==> src/sv/wwm_pkg.sv <==
// Constants and types for the greedy word-wrap text measurement block.
// No dependencies; used by the top level and its checker.
package wwm_pkg;

    localparam int COUNT_W   = 20;
    localparam int OUT_W_W   = 24;
    localparam int HEIGHT_W  = 28;
    localparam int CHAR_W    = 8;
    localparam int ADV_W     = 8;
    localparam int WRAP_W    = 16;
    localparam int LINE_H_W  = 8;
    localparam int CFG_IDX_W = 1;
    localparam int IN_DATA_W = 16;
    localparam int OUT_DATA_W = 96;

    localparam logic [CHAR_W-1:0]   CH_SPACE       = 8'h20;
    localparam logic [CHAR_W-1:0]   CH_NEWLINE     = 8'h0A;
    localparam logic [ADV_W-1:0]    MISSING_ADV    = 8'd4;
    localparam logic [LINE_H_W-1:0] DEFAULT_LINE_H = 8'd10;
    localparam logic [COUNT_W-1:0]  COUNT_MAX      = 20'hFFFFF;
    localparam logic [OUT_W_W-1:0]  OUT_W_MAX      = 24'hFFFFFF;

    localparam logic [CFG_IDX_W-1:0] REG_WRAP_WIDTH  = 1'b0;
    localparam logic [CFG_IDX_W-1:0] REG_LINE_HEIGHT = 1'b1;

    typedef struct packed {
        logic                  end_marker;
        logic                  glyph_present;
        logic [ADV_W-1:0]      advance;
        logic [CHAR_W-1:0]     char_code;
    } t_in_item;

    typedef struct packed {
        logic [COUNT_W-1:0]  char_total;
        logic [COUNT_W-1:0]  line_total;
        logic [HEIGHT_W-1:0] total_height;
        logic [OUT_W_W-1:0]  total_width;
    } t_result;

    function automatic logic [COUNT_W-1:0] sat_c(input logic [COUNT_W:0] s);
        return s[COUNT_W] ? COUNT_MAX : s[COUNT_W-1:0];
    endfunction

endpackage

==> src/sv/word_wrap_text_measure.sv <==
// An accepted end marker passes through the input register, then the result register,
// and its result is then held on m_axis. Throughput: one request per cycle, set by the
// single pass of adders and compares between the input register and the result register;
// an end marker waits only while an earlier result is still held on m_axis.
// Reset (synchronous, active low) clears all accumulators, line count to one,
// wrap_width to 0 and line_height to 10.
module word_wrap_text_measure #(
    parameter int WIDTH_BITS = 24
) (
    input  logic                              i_clk,
    input  logic                              i_rst_n,
    // tdata: char_code[7:0], advance[15:8]
    input  logic [wwm_pkg::IN_DATA_W-1:0]     s_axis_tdata,
    // tuser: glyph_present
    input  logic                              s_axis_tuser,
    input  logic                              s_axis_tlast,
    input  logic                              s_axis_tvalid,
    output logic                              s_axis_tready,
    // tdata: total_width[23:0], total_height[51:24], line_total[71:52],
    //        char_total[91:72], zero[95:92]
    output logic [wwm_pkg::OUT_DATA_W-1:0]    m_axis_tdata,
    output logic                              m_axis_tvalid,
    input  logic                              m_axis_tready,
    input  logic                              i_cfg_we,
    input  logic [wwm_pkg::CFG_IDX_W-1:0]     i_cfg_idx,
    input  logic [wwm_pkg::WRAP_W-1:0]        i_cfg_wdata
);

    localparam int W  = WIDTH_BITS;
    localparam int CW = wwm_pkg::COUNT_W;

    function automatic logic [W-1:0] sat_w(input logic [W:0] s);
        return s[W] ? {W{1'b1}} : s[W-1:0];
    endfunction

    logic [wwm_pkg::WRAP_W-1:0]   r_wrap_w;
    logic [wwm_pkg::LINE_H_W-1:0] r_line_h;

    logic              r_in_valid;
    wwm_pkg::t_in_item r_in;
    logic              r_out_valid;
    wwm_pkg::t_result  r_out;

    logic [W-1:0]  r_word_w, r_line_w, r_widest;
    logic [CW-1:0] r_word_n, r_lines, r_chars;
    logic [W-1:0]  n_word_w, n_line_w, n_widest;
    logic [CW-1:0] n_word_n, n_lines, n_chars;
    wwm_pkg::t_result n_out;

    logic          proceed;
    logic          nowrap;
    logic [W:0]    ww_ext;
    logic [W:0]    sum_lw, sum_sp;
    logic          pw, brk1;
    logic [W-1:0]  l1, wid1, end_w, nw_w;
    logic [CW-1:0] lines1, chars1, end_lines;
    logic [wwm_pkg::ADV_W-1:0] adv_wrap, adv_nowrap;
    logic [32:0]   end_w_ext;

    assign proceed       = r_in_valid && (!r_in.end_marker || !r_out_valid || m_axis_tready);
    assign s_axis_tready = !r_in_valid || proceed;

    // Configuration writes
    always_ff @(posedge i_clk) begin
        if (!i_rst_n) begin
            r_wrap_w <= '0;
            r_line_h <= wwm_pkg::DEFAULT_LINE_H;
        end else if (i_cfg_we) begin
            if (i_cfg_idx == wwm_pkg::REG_WRAP_WIDTH) begin
                r_wrap_w <= i_cfg_wdata;
            end else if (i_cfg_idx == wwm_pkg::REG_LINE_HEIGHT) begin
                r_line_h <= i_cfg_wdata[wwm_pkg::LINE_H_W-1:0];
            end
        end
    end

    // Input register
    always_ff @(posedge i_clk) begin
        if (!i_rst_n) begin
            r_in_valid <= 1'b0;
        end else if (s_axis_tready) begin
            r_in_valid <= s_axis_tvalid;
        end
    end

    always_ff @(posedge i_clk) begin
        if (s_axis_tready && s_axis_tvalid) begin
            r_in.char_code     <= s_axis_tdata[7:0];
            r_in.advance       <= s_axis_tdata[15:8];
            r_in.glyph_present <= s_axis_tuser;
            r_in.end_marker    <= s_axis_tlast;
        end
    end

    always_comb begin
        nowrap     = (r_wrap_w == '0);
        ww_ext     = {{(W-15){1'b0}}, r_wrap_w};
        adv_wrap   = r_in.glyph_present ? r_in.advance : '0;
        adv_nowrap = r_in.glyph_present ? r_in.advance : wwm_pkg::MISSING_ADV;

        // Place the pending word on the current line
        sum_lw = {1'b0, r_line_w} + {1'b0, r_word_w};
        pw     = (r_word_n != '0);
        brk1   = pw && (sum_lw > ww_ext) && (r_line_w != '0);
        l1     = !pw ? r_line_w : (brk1 ? r_word_w : sat_w(sum_lw));
        wid1   = (brk1 && (r_line_w > r_widest)) ? r_line_w : r_widest;
        lines1 = brk1 ? wwm_pkg::sat_c({1'b0, r_lines} + (CW+1)'(1)) : r_lines;
        chars1 = pw ? wwm_pkg::sat_c({1'b0, r_chars} + {1'b0, r_word_n}) : r_chars;

        sum_sp = {1'b0, l1} + {{(W-7){1'b0}}, adv_wrap};
        nw_w   = sat_w(sum_lw);

        n_word_w = r_word_w;
        n_word_n = r_word_n;
        n_line_w = r_line_w;
        n_widest = r_widest;
        n_lines  = r_lines;
        n_chars  = r_chars;

        if (nowrap) begin
            end_w     = (r_widest > nw_w) ? r_widest : nw_w;
            end_lines = CW'(1);
            n_out.char_total = wwm_pkg::sat_c({1'b0, r_chars} + {1'b0, r_word_n});
        end else begin
            end_w     = (l1 > wid1) ? l1 : wid1;
            end_lines = lines1;
            n_out.char_total = chars1;
        end
        end_w_ext          = 33'(end_w);
        n_out.total_width  = (end_w_ext > 33'(wwm_pkg::OUT_W_MAX)) ? wwm_pkg::OUT_W_MAX
                                                                   : end_w_ext[23:0];
        n_out.line_total   = end_lines;
        n_out.total_height = wwm_pkg::HEIGHT_W'(end_lines) *
                             wwm_pkg::HEIGHT_W'(r_line_h);

        if (r_in.end_marker) begin
            // Result taken; return to the empty string
            n_word_w = '0;
            n_word_n = '0;
            n_line_w = '0;
            n_widest = '0;
            n_lines  = CW'(1);
            n_chars  = '0;
        end else if (nowrap) begin
            n_line_w = sat_w({1'b0, r_line_w} + {{(W-7){1'b0}}, adv_nowrap});
            n_chars  = wwm_pkg::sat_c({1'b0, r_chars} + (CW+1)'(1));
        end else if (r_in.char_code == wwm_pkg::CH_SPACE) begin
            n_word_w = '0;
            n_word_n = '0;
            n_chars  = wwm_pkg::sat_c({1'b0, chars1} + (CW+1)'(1));
            if (sum_sp > ww_ext) begin
                // Space does not fit: open a new line, drop its width
                n_lines  = wwm_pkg::sat_c({1'b0, lines1} + (CW+1)'(1));
                n_widest = (l1 > wid1) ? l1 : wid1;
                n_line_w = '0;
            end else begin
                n_lines  = lines1;
                n_widest = wid1;
                n_line_w = sat_w(sum_sp);
            end
        end else if (r_in.char_code == wwm_pkg::CH_NEWLINE) begin
            n_word_w = '0;
            n_word_n = '0;
            n_chars  = wwm_pkg::sat_c({1'b0, chars1} + (CW+1)'(1));
            n_lines  = wwm_pkg::sat_c({1'b0, lines1} + (CW+1)'(1));
            n_widest = (l1 > wid1) ? l1 : wid1;
            n_line_w = '0;
        end else begin
            n_word_w = sat_w({1'b0, r_word_w} + {{(W-7){1'b0}}, adv_wrap});
            n_word_n = wwm_pkg::sat_c({1'b0, r_word_n} + (CW+1)'(1));
        end
    end

    // Measurement state
    always_ff @(posedge i_clk) begin
        if (!i_rst_n) begin
            r_word_w <= '0;
            r_word_n <= '0;
            r_line_w <= '0;
            r_widest <= '0;
            r_lines  <= CW'(1);
            r_chars  <= '0;
        end else if (proceed) begin
            r_word_w <= n_word_w;
            r_word_n <= n_word_n;
            r_line_w <= n_line_w;
            r_widest <= n_widest;
            r_lines  <= n_lines;
            r_chars  <= n_chars;
        end
    end

    // Result register
    always_ff @(posedge i_clk) begin
        if (!i_rst_n) begin
            r_out_valid <= 1'b0;
        end else if (proceed && r_in.end_marker) begin
            r_out_valid <= 1'b1;
        end else if (m_axis_tready) begin
            r_out_valid <= 1'b0;
        end
    end

    always_ff @(posedge i_clk) begin
        if (proceed && r_in.end_marker) begin
            r_out <= n_out;
        end
    end

    assign m_axis_tvalid = r_out_valid;
    assign m_axis_tdata  = {4'b0, r_out};

endmodule

==> config.mk <==
export PLATFORM = sky130hd
export DESIGN_NAME = word_wrap_text_measure
export DESIGN_NICKNAME = d
export VERILOG_FILES = /design/src/sv/wwm_pkg.sv /design/src/sv/word_wrap_text_measure.sv
export SDC_FILE = /design/constraint.sdc
export NUM_CORES = 1
export LEC_CHECK = 0
export BUFFER_PORTS_ARGS = -buffer_cell sky130_fd_sc_hd__buf_2
export CORE_MARGIN = 2
export CORE_UTILIZATION = 37
export DETAILED_ROUTE_END_ITERATION = 7
export SLEW_MARGIN = 20
export SYNTH_ARGS = -nofsm -noshare
export SYNTH_HDL_FRONTEND = slang
export SYNTH_SLANG_ARGS = --single-unit
==> constraint.sdc <==
create_clock -name i_clk -period 9.8 [get_ports i_clk]
set_clock_uncertainty 0.2 [all_clocks]
set_input_delay 1.96 -clock i_clk [delete_from_list [all_inputs] [get_ports i_clk]]
set_output_delay 1.96 -clock i_clk [all_outputs]
set_load 0.05 [all_outputs]
==> flow_metrics.py, run 1 <==
metrics = {
    "sta": {
        "finalSetupViolations": 0,
        "slew_headroom_pct": 29.2,
        "setup_slack_ns": 0.382,
        "final.period_utilization_pct": 96.1,
        "worst_slew_pin_slew_ns": 1.06,
        "finalMaxSlewViolations": 0,
        "whs_ns": 0.272,
        "fmax_ghz": 0.106,
        "hold_viol": 0,
        "period_minus_slack_ns": 9.42,
    },
    "global_routing": {
        "gr-usage-all-layers_pct": 22.8,
        "grt_pass1_wl_um": 130000,
        "grt_max_degree": 63,
        "grt_pass1_vias": 23224,
        "antenna_found_initial": 0,
        "grt-ovfl-total": 0,
    },
    "logic_synthesis": {
        "synth_enable_flop_cells": 110,
        "synth_area_leaders": "edfxtp_1 (13%), dfxtp_1 (12%), ha_1 (11%), fa_1 (8.7%), a21oi_1 (5.4%)",
        "seq_area_frac_synth_pct": 24.9,
        "netlist_top_cells_count": "nand2_1 (331), a21oi_1 (278), inv_1 (277)",
        "synth-seq-cells": 268,
        "yosysMostFrequentCell": "nand2_1",
        "yosysWarnings": 0,
        "synth_top_area_cell": "edfxtp_1",
        "yosys.cell_types.count": 95,
        "synthFlopType": "dfxtp_1",
        "syn_avg_cell_area_um2": 8.14,
        "async_flop_share_pct": 0,
        "syn_area_mm2": 0.0259,
        "syn_inst": 3187,
        "netlist.area_leader.share_pct": 12.7,
    },
    "cts": {
        "numCtsBuffers": 37,
        "clockRootBuffer": "clkbuf_16",
        "insertion_delay_ns": 0.58,
        "cts_tree": "done",
        "cts.sink_count": 268,
        "hold_buffers": 0,
        "clk_pin_slew_worst_paths_ns": 0.06,
        "cts_buffer_depth": 3,
        "htreeDepth": 2,
    },
    "place": {
        "port_buffers": 133,
        "post-place-ws_ns": -0.473,
        "dpl.cell_count": 4323,
        "gp_congestion": 0.956,
        "detailed_place_hpwl_um": 64600,
    },
    "floorplan": {
        "rows": 97,
        "die-area_mm2": 0.0722,
        "pin_count": 138,
        "start_util_pct": 37.2,
        "die_w_um": 269,
        "die_y_um": 269,
        "coreArea_mm2": 0.0697,
    },
    "power_and_ir_drop": {
        "powerDensity_mw_per_mm2": 122,
        "peakVddDrop_v": 0.000114,
        "leakage_nw": 13.5,
    },
    "route": {
        "postRouteAntennaNets": 0,
        "viasPerCell": 5.57,
        "wire_per_inst_um": 19.0,
        "drc": 0,
        "wl_um": 83700,
        "drt_iter0_markers": 1916,
        "dr.pass1.iters": 6,
        "vias": 24549,
    },
    "cells_and_area": {
        "syn2layout_area_growth_pct": 18.9,
        "n_fill_cell": 6971,
        "fin_cells": 4408,
        "drive_gt1_share_pct": 16.9,
        "nNetsFinal": 3818,
        "antenna_cells": 0,
    },
    "worst_setup_path": {
        "crit_family": "adder cells",
        "path_buf_inv": 7,
        "slowest_delay_ns": 0.56,
        "rr_startpoint": "r_line_w[0]",
        "critical_path_required_ns": 9.91,
        "crit_fanout": 9,
        "worst_ep_arrival_time_ns": 9.53,
        "slowest_stage": "or4_1",
        "crit_start": "r_line_w[0]",
        "critPathCaptureType": "flip-flop",
        "cpMostUsedCell": "fa_1",
        "critPathKind": "reg2reg",
        "worstSetupStartpointType": "flip-flop",
    },
    "min_path": {
        "hold_class": "reg2reg",
        "min_from": "r_wrap_w[11]",
    },
    "outcome": {
        "status": "complete, no violations",
    },
    "job": {
        "maxCapViolCount": 0,
    },
}
[sequential cells by signal (all words and copies together), names as in the netlist]
register	cells
r_in	18
r_word_n	20
r_line_w	24
r_in_valid	1
r_lines	20
m_axis_tdata	92
r_wrap_w	16
r_word_w	24
m_axis_tvalid	1
r_line_h	8
r_chars	20
r_widest	24
[power by group]
group / switching [mW] / total (mW) / internal (mW)
Clock: 0.556 / 1.46 / 0.905
Combinational: 0.676 / 1.04 / 0.365
Sequential: 0.0337 / 1.25 / 1.22
[per-layer routing]
layer / vias up / wire length [um] / track usage (%)
met4: 0 / 2360 / 6.97
met3: 128 / 5840 / 3.53
met5: - / 0 / 0
met2: 797 / 38100 / 37.3
met1: 11770 / 37400 / 30.9
li1: 11854 / - / -
[final timing paths]
check,end,slack (ns),cells after the start
setup / recovery,m_axis_tdata[50],0.38,39
hold / removal,r_wrap_w[11],0.27,2
hold reg to reg,r_wrap_w[11],0.27,2
setup reg to reg,m_axis_tdata[50],0.38,39
[per-stage QoR]
step	utilization, %	total power [mW]	area, um^2	TNS (ns)
final	44.3	3.75	30900	0
after global routing	44.3	3.90	30900	-0.685
after CTS	43.5	3.71	30300	0
after detailed placement	41.5	2.23	28900	-5.09
after global placement	41.5	2.23	28900	-1.99
after floorplan	-	1.90	26000	0
[area by class of cell]
class	count	area, um^2	area share [%]
sequential	268	6470	21.0
clock inverter	17	265	0.860
multi-input combinational	2485	18300	59.3
clock buffer	51	1040	3.37
tap	940	1180	3.81
timing repair buffer	368	2550	8.25
inverter	279	1050	3.39
[tightest hold or removal path, stage by stage (launching register included)]
cell and delay, ns:
dfxtp_1 0.32, nand2_1 0.06, a21oi_1 0.05
[timing repair]
| action | 4_1_cts | 5_1_grt |
|---|---|---|
| buffers inserted | 0 | 17 |
| setup endpoints to repair | 56 | 71 |
| resized for setup | 18 | 108 |
| pin swaps | 10 | 73 |
| cloned | 0 | 1 |
[cell usage in the layout (no fill, tap or decap), types with 14 or more instances in the layout]
master     count
nand2_1      329
inv_1        273
a21oi_1      258
ha_1         221
buf_4        218
nor2_1       196
o21ai_0      183
dfxtp_1      156
buf_2        133
and2_1       114
fa_1         110
edfxtp_1     110
nand3_1       81
xnor2_1       72
mux2i_1       69
and3_1        62
nor3_1        58
nand2b_1      43
nand4_1       42
a31oi_1       41
a21o_1        39
clkbuf_16     39
o211ai_1      37
nor2b_1       34
or3_1         34
a22o_1        32
o21a_1        30
a211oi_1      28
xor2_1        27
nor4_1        22
o221ai_1      18
a21oi_2       16
o21ai_2       14
or2_2         14
o21bai_1      14
[logic make-up (layout without fill, tap and decap cells)]
family	count (synthesis)	in the layout	synth area share [%]
buffers and inverters	437	715	6.54
xor gates and xnor gates	101	101	3.41
and+or+nand+nor	1092	1092	20.9
AOI/OAI and AO/OA	872	872	21.6
DFF	268	268	24.9
muxes	77	77	3.01
adders and majority gates	339	339	19.6
other	1	4	0.0145
(Power assumes the default switching activity.)
==> run 2: changes to the inputs <==
- CORE_UTILIZATION: 37 -> 45
==> flow_metrics.py, run 2 (synthesis gave the netlist of run 1 again) <==
metrics = {
    "outcome": {
        "status": "complete, no violations",
    },
    "global_routing": {
        "antenna_found_initial": 0,
        "grt_pass1_vias": 24360,
        "grt_max_degree": 59,
        "grt-ovfl-total": 0,
        "gr-usage-all-layers_pct": 28.7,
        "grt_pass1_wl_um": 136000,
    },
    "route": {
        "top_layer_used": "met4",
        "wl_met1_um": 38900,
        "drc": 0,
        "dr.pass1.iters": 6,
        "wl_met3_um": 6650,
        "wire_per_inst_um": 20.5,
        "dr_wl_met2_um": 39200,
        "wl_um": 87300,
        "viasPerCell": 5.95,
        "vias": 25286,
        "drt_iter0_markers": 2055,
        "postRouteAntennaNets": 0,
    },
    "floorplan": {
        "die-area_mm2": 0.0596,
        "rows": 88,
        "start_util_pct": 45.2,
        "coreArea_mm2": 0.0574,
        "die_y_um": 244,
        "pin_count": 138,
        "die_w_um": 244,
    },
    "cells_and_area": {
        "multi_input_comb_area_mm2": 0.0183,
        "register_area_mm2": 0.00647,
        "nNetsFinal": 3838,
        "postLayoutCoreUtil_pct": 53.5,
        "layout_common_cells": "nand2_1 (329), inv_1 (268), a21oi_1 (262)",
        "drive_gt1_share_pct": 17.4,
        "largest_reg_flops": 92,
        "antenna_cells": 0,
        "final_common_cell": "nand2_1",
        "n_fill_cell": 5315,
        "syn2layout_area_growth_pct": 18.2,
    },
    "worst_setup_path": {
        "worst_r2r_endpoint": "m_axis_tdata[50]",
        "rr_startpoint": "r_line_w[0]",
        "reg2reg_depth": 44,
        "cpMostUsedCell": "o21ai_2",
        "critPathCaptureType": "flip-flop",
        "r2r_slack_ns": 0.29,
        "critPathKind": "reg2reg",
        "slowest_stage": "or4_4",
        "slowest_delay_ns": 0.59,
        "critical_path_required_ns": 9.92,
        "worstSetupStartpointType": "flip-flop",
        "crit_fanout": 5,
        "worst_ep_arrival_time_ns": 9.63,
    },
    "cts": {
        "htreeDepth": 2,
        "clockRootBuffer": "clkbuf_16",
        "numCtsBuffers": 36,
        "cts.sink_count": 268,
        "cts_buffer_depth": 3,
        "cts_tree": "done",
        "clk_pin_slew_worst_paths_ns": 0.06,
        "insertion_delay_ns": 0.58,
    },
    "power_and_ir_drop": {
        "peakVddDrop_v": 0.000105,
        "switchingPower_mw": 1.27,
        "combPwrFrac_pct": 27.6,
        "p_sw_share_pct": 34.8,
        "intPower_mw": 2.38,
        "leakage_nw": 13.5,
        "seqPwrFrac_pct": 34.3,
        "p_clk_share_pct": 38.2,
        "powerDensity_mw_per_mm2": 119,
    },
    "sta": {
        "hold_viol": 0,
        "fmax_ghz": 0.105,
        "finalMaxSlewViolations": 0,
        "rsz0062_at_grt": "yes",
        "finalSetupViolations": 0,
        "whs_ns": 0.291,
        "period_minus_slack_ns": 9.51,
        "slew_headroom_pct": 23.1,
        "final.period_utilization_pct": 97.1,
        "worst_slew_pin_slew_ns": 1.14,
    },
    "place": {
        "port_buffers": 133,
        "gp_congestion": 0.974,
        "detailed_place_hpwl_um": 66800,
    },
    "min_path": {
        "hold_end": "r_wrap_w[1]",
        "hold_class": "reg2reg",
        "min_from": "r_wrap_w[1]",
        "min_path_cells": 2,
    },
    "job": {
        "maxCapViolCount": 0,
    },
}
run 2: worst max-delay path, delay by kind of cell, from the launching register on:
family                     cells  cell delay (ns)
AOI/OAI and AO/OA             23             3.69
adders and majority gates      8             3.05
and+or+nand+nor                7             1.41
DFF                            1             0.33
buffers and inverters          4             0.30
xor gates and xnor gates       2             0.27
run 2: per-layer routing:
metal	track usage, %	up-vias
met4	9.18	0
met2	45.7	1028
met3	3.71	148
li1	-	11914
met5	0	-
met1	40.2	12196
run 2: power by group through the flow:
stage          logic, mW  registers, mW  clock network [mW]
6_report            1.01           1.25                1.39
5_1_grt             1.08           1.25                1.46
4_1_cts            0.965           1.25                1.41
3_5_place_dp       0.954           1.27                   0
3_3_place_gp       0.944           1.27                   0
2_1_floorplan      0.588           1.31                   0
run 2: area by class of cell:
| type | instances | share of cell area (%) |
|---|---|---|
| Clock buffer | 48 | 3.25 |
| Clock inverter | 18 | 0.661 |
| Inverter | 279 | 3.41 |
| Multi-Input combinational cell | 2485 | 59.8 |
| Sequential cell | 268 | 21.1 |
| Tap cell | 765 | 3.12 |
| Timing Repair Buffer | 389 | 8.68 |
run 2: through the flow:
stage / instance area, um^2 / TNS (ns) / power, mW / cells / setup WS, ns
global placement: 28800 / -17.61 / 2.22 / 4160 / -0.530
CTS: 30100 / 0 / 3.63 / 4229 / 0.00188
floorplan: 26000 / 0 / 1.90 / 3190 / 0.00820
detailed placement: 28800 / -22.25 / 2.23 / 4160 / -0.780
finish: 30700 / 0 / 3.65 / 4252 / 0.289
global route: 30700 / -1.64 / 3.80 / 4252 / -0.123
run 2: worst max path at each step:
stage | from | end
after global placement | r_word_w[0] | m_axis_tdata[45]
after floorplan | r_line_w[0] | m_axis_tdata[51]
after detailed placement | r_word_w[0] | m_axis_tdata[51]
after CTS | r_word_w[0] | m_axis_tdata[50]
final | r_line_w[0] | m_axis_tdata[50]
after global routing | r_line_w[0] | m_axis_tdata[50]
run 2: repair_timing:
| item | CTS | global route |
|---|---|---|
| setup buffers | 4 | 24 |
| endpoints found under the setup margin | 67 | 72 |
| hold buffers | 0 | 0 |
| pin swaps | 17 | 92 |
| gates resized for setup | 23 | 109 |
| cloned | 0 | 0 |
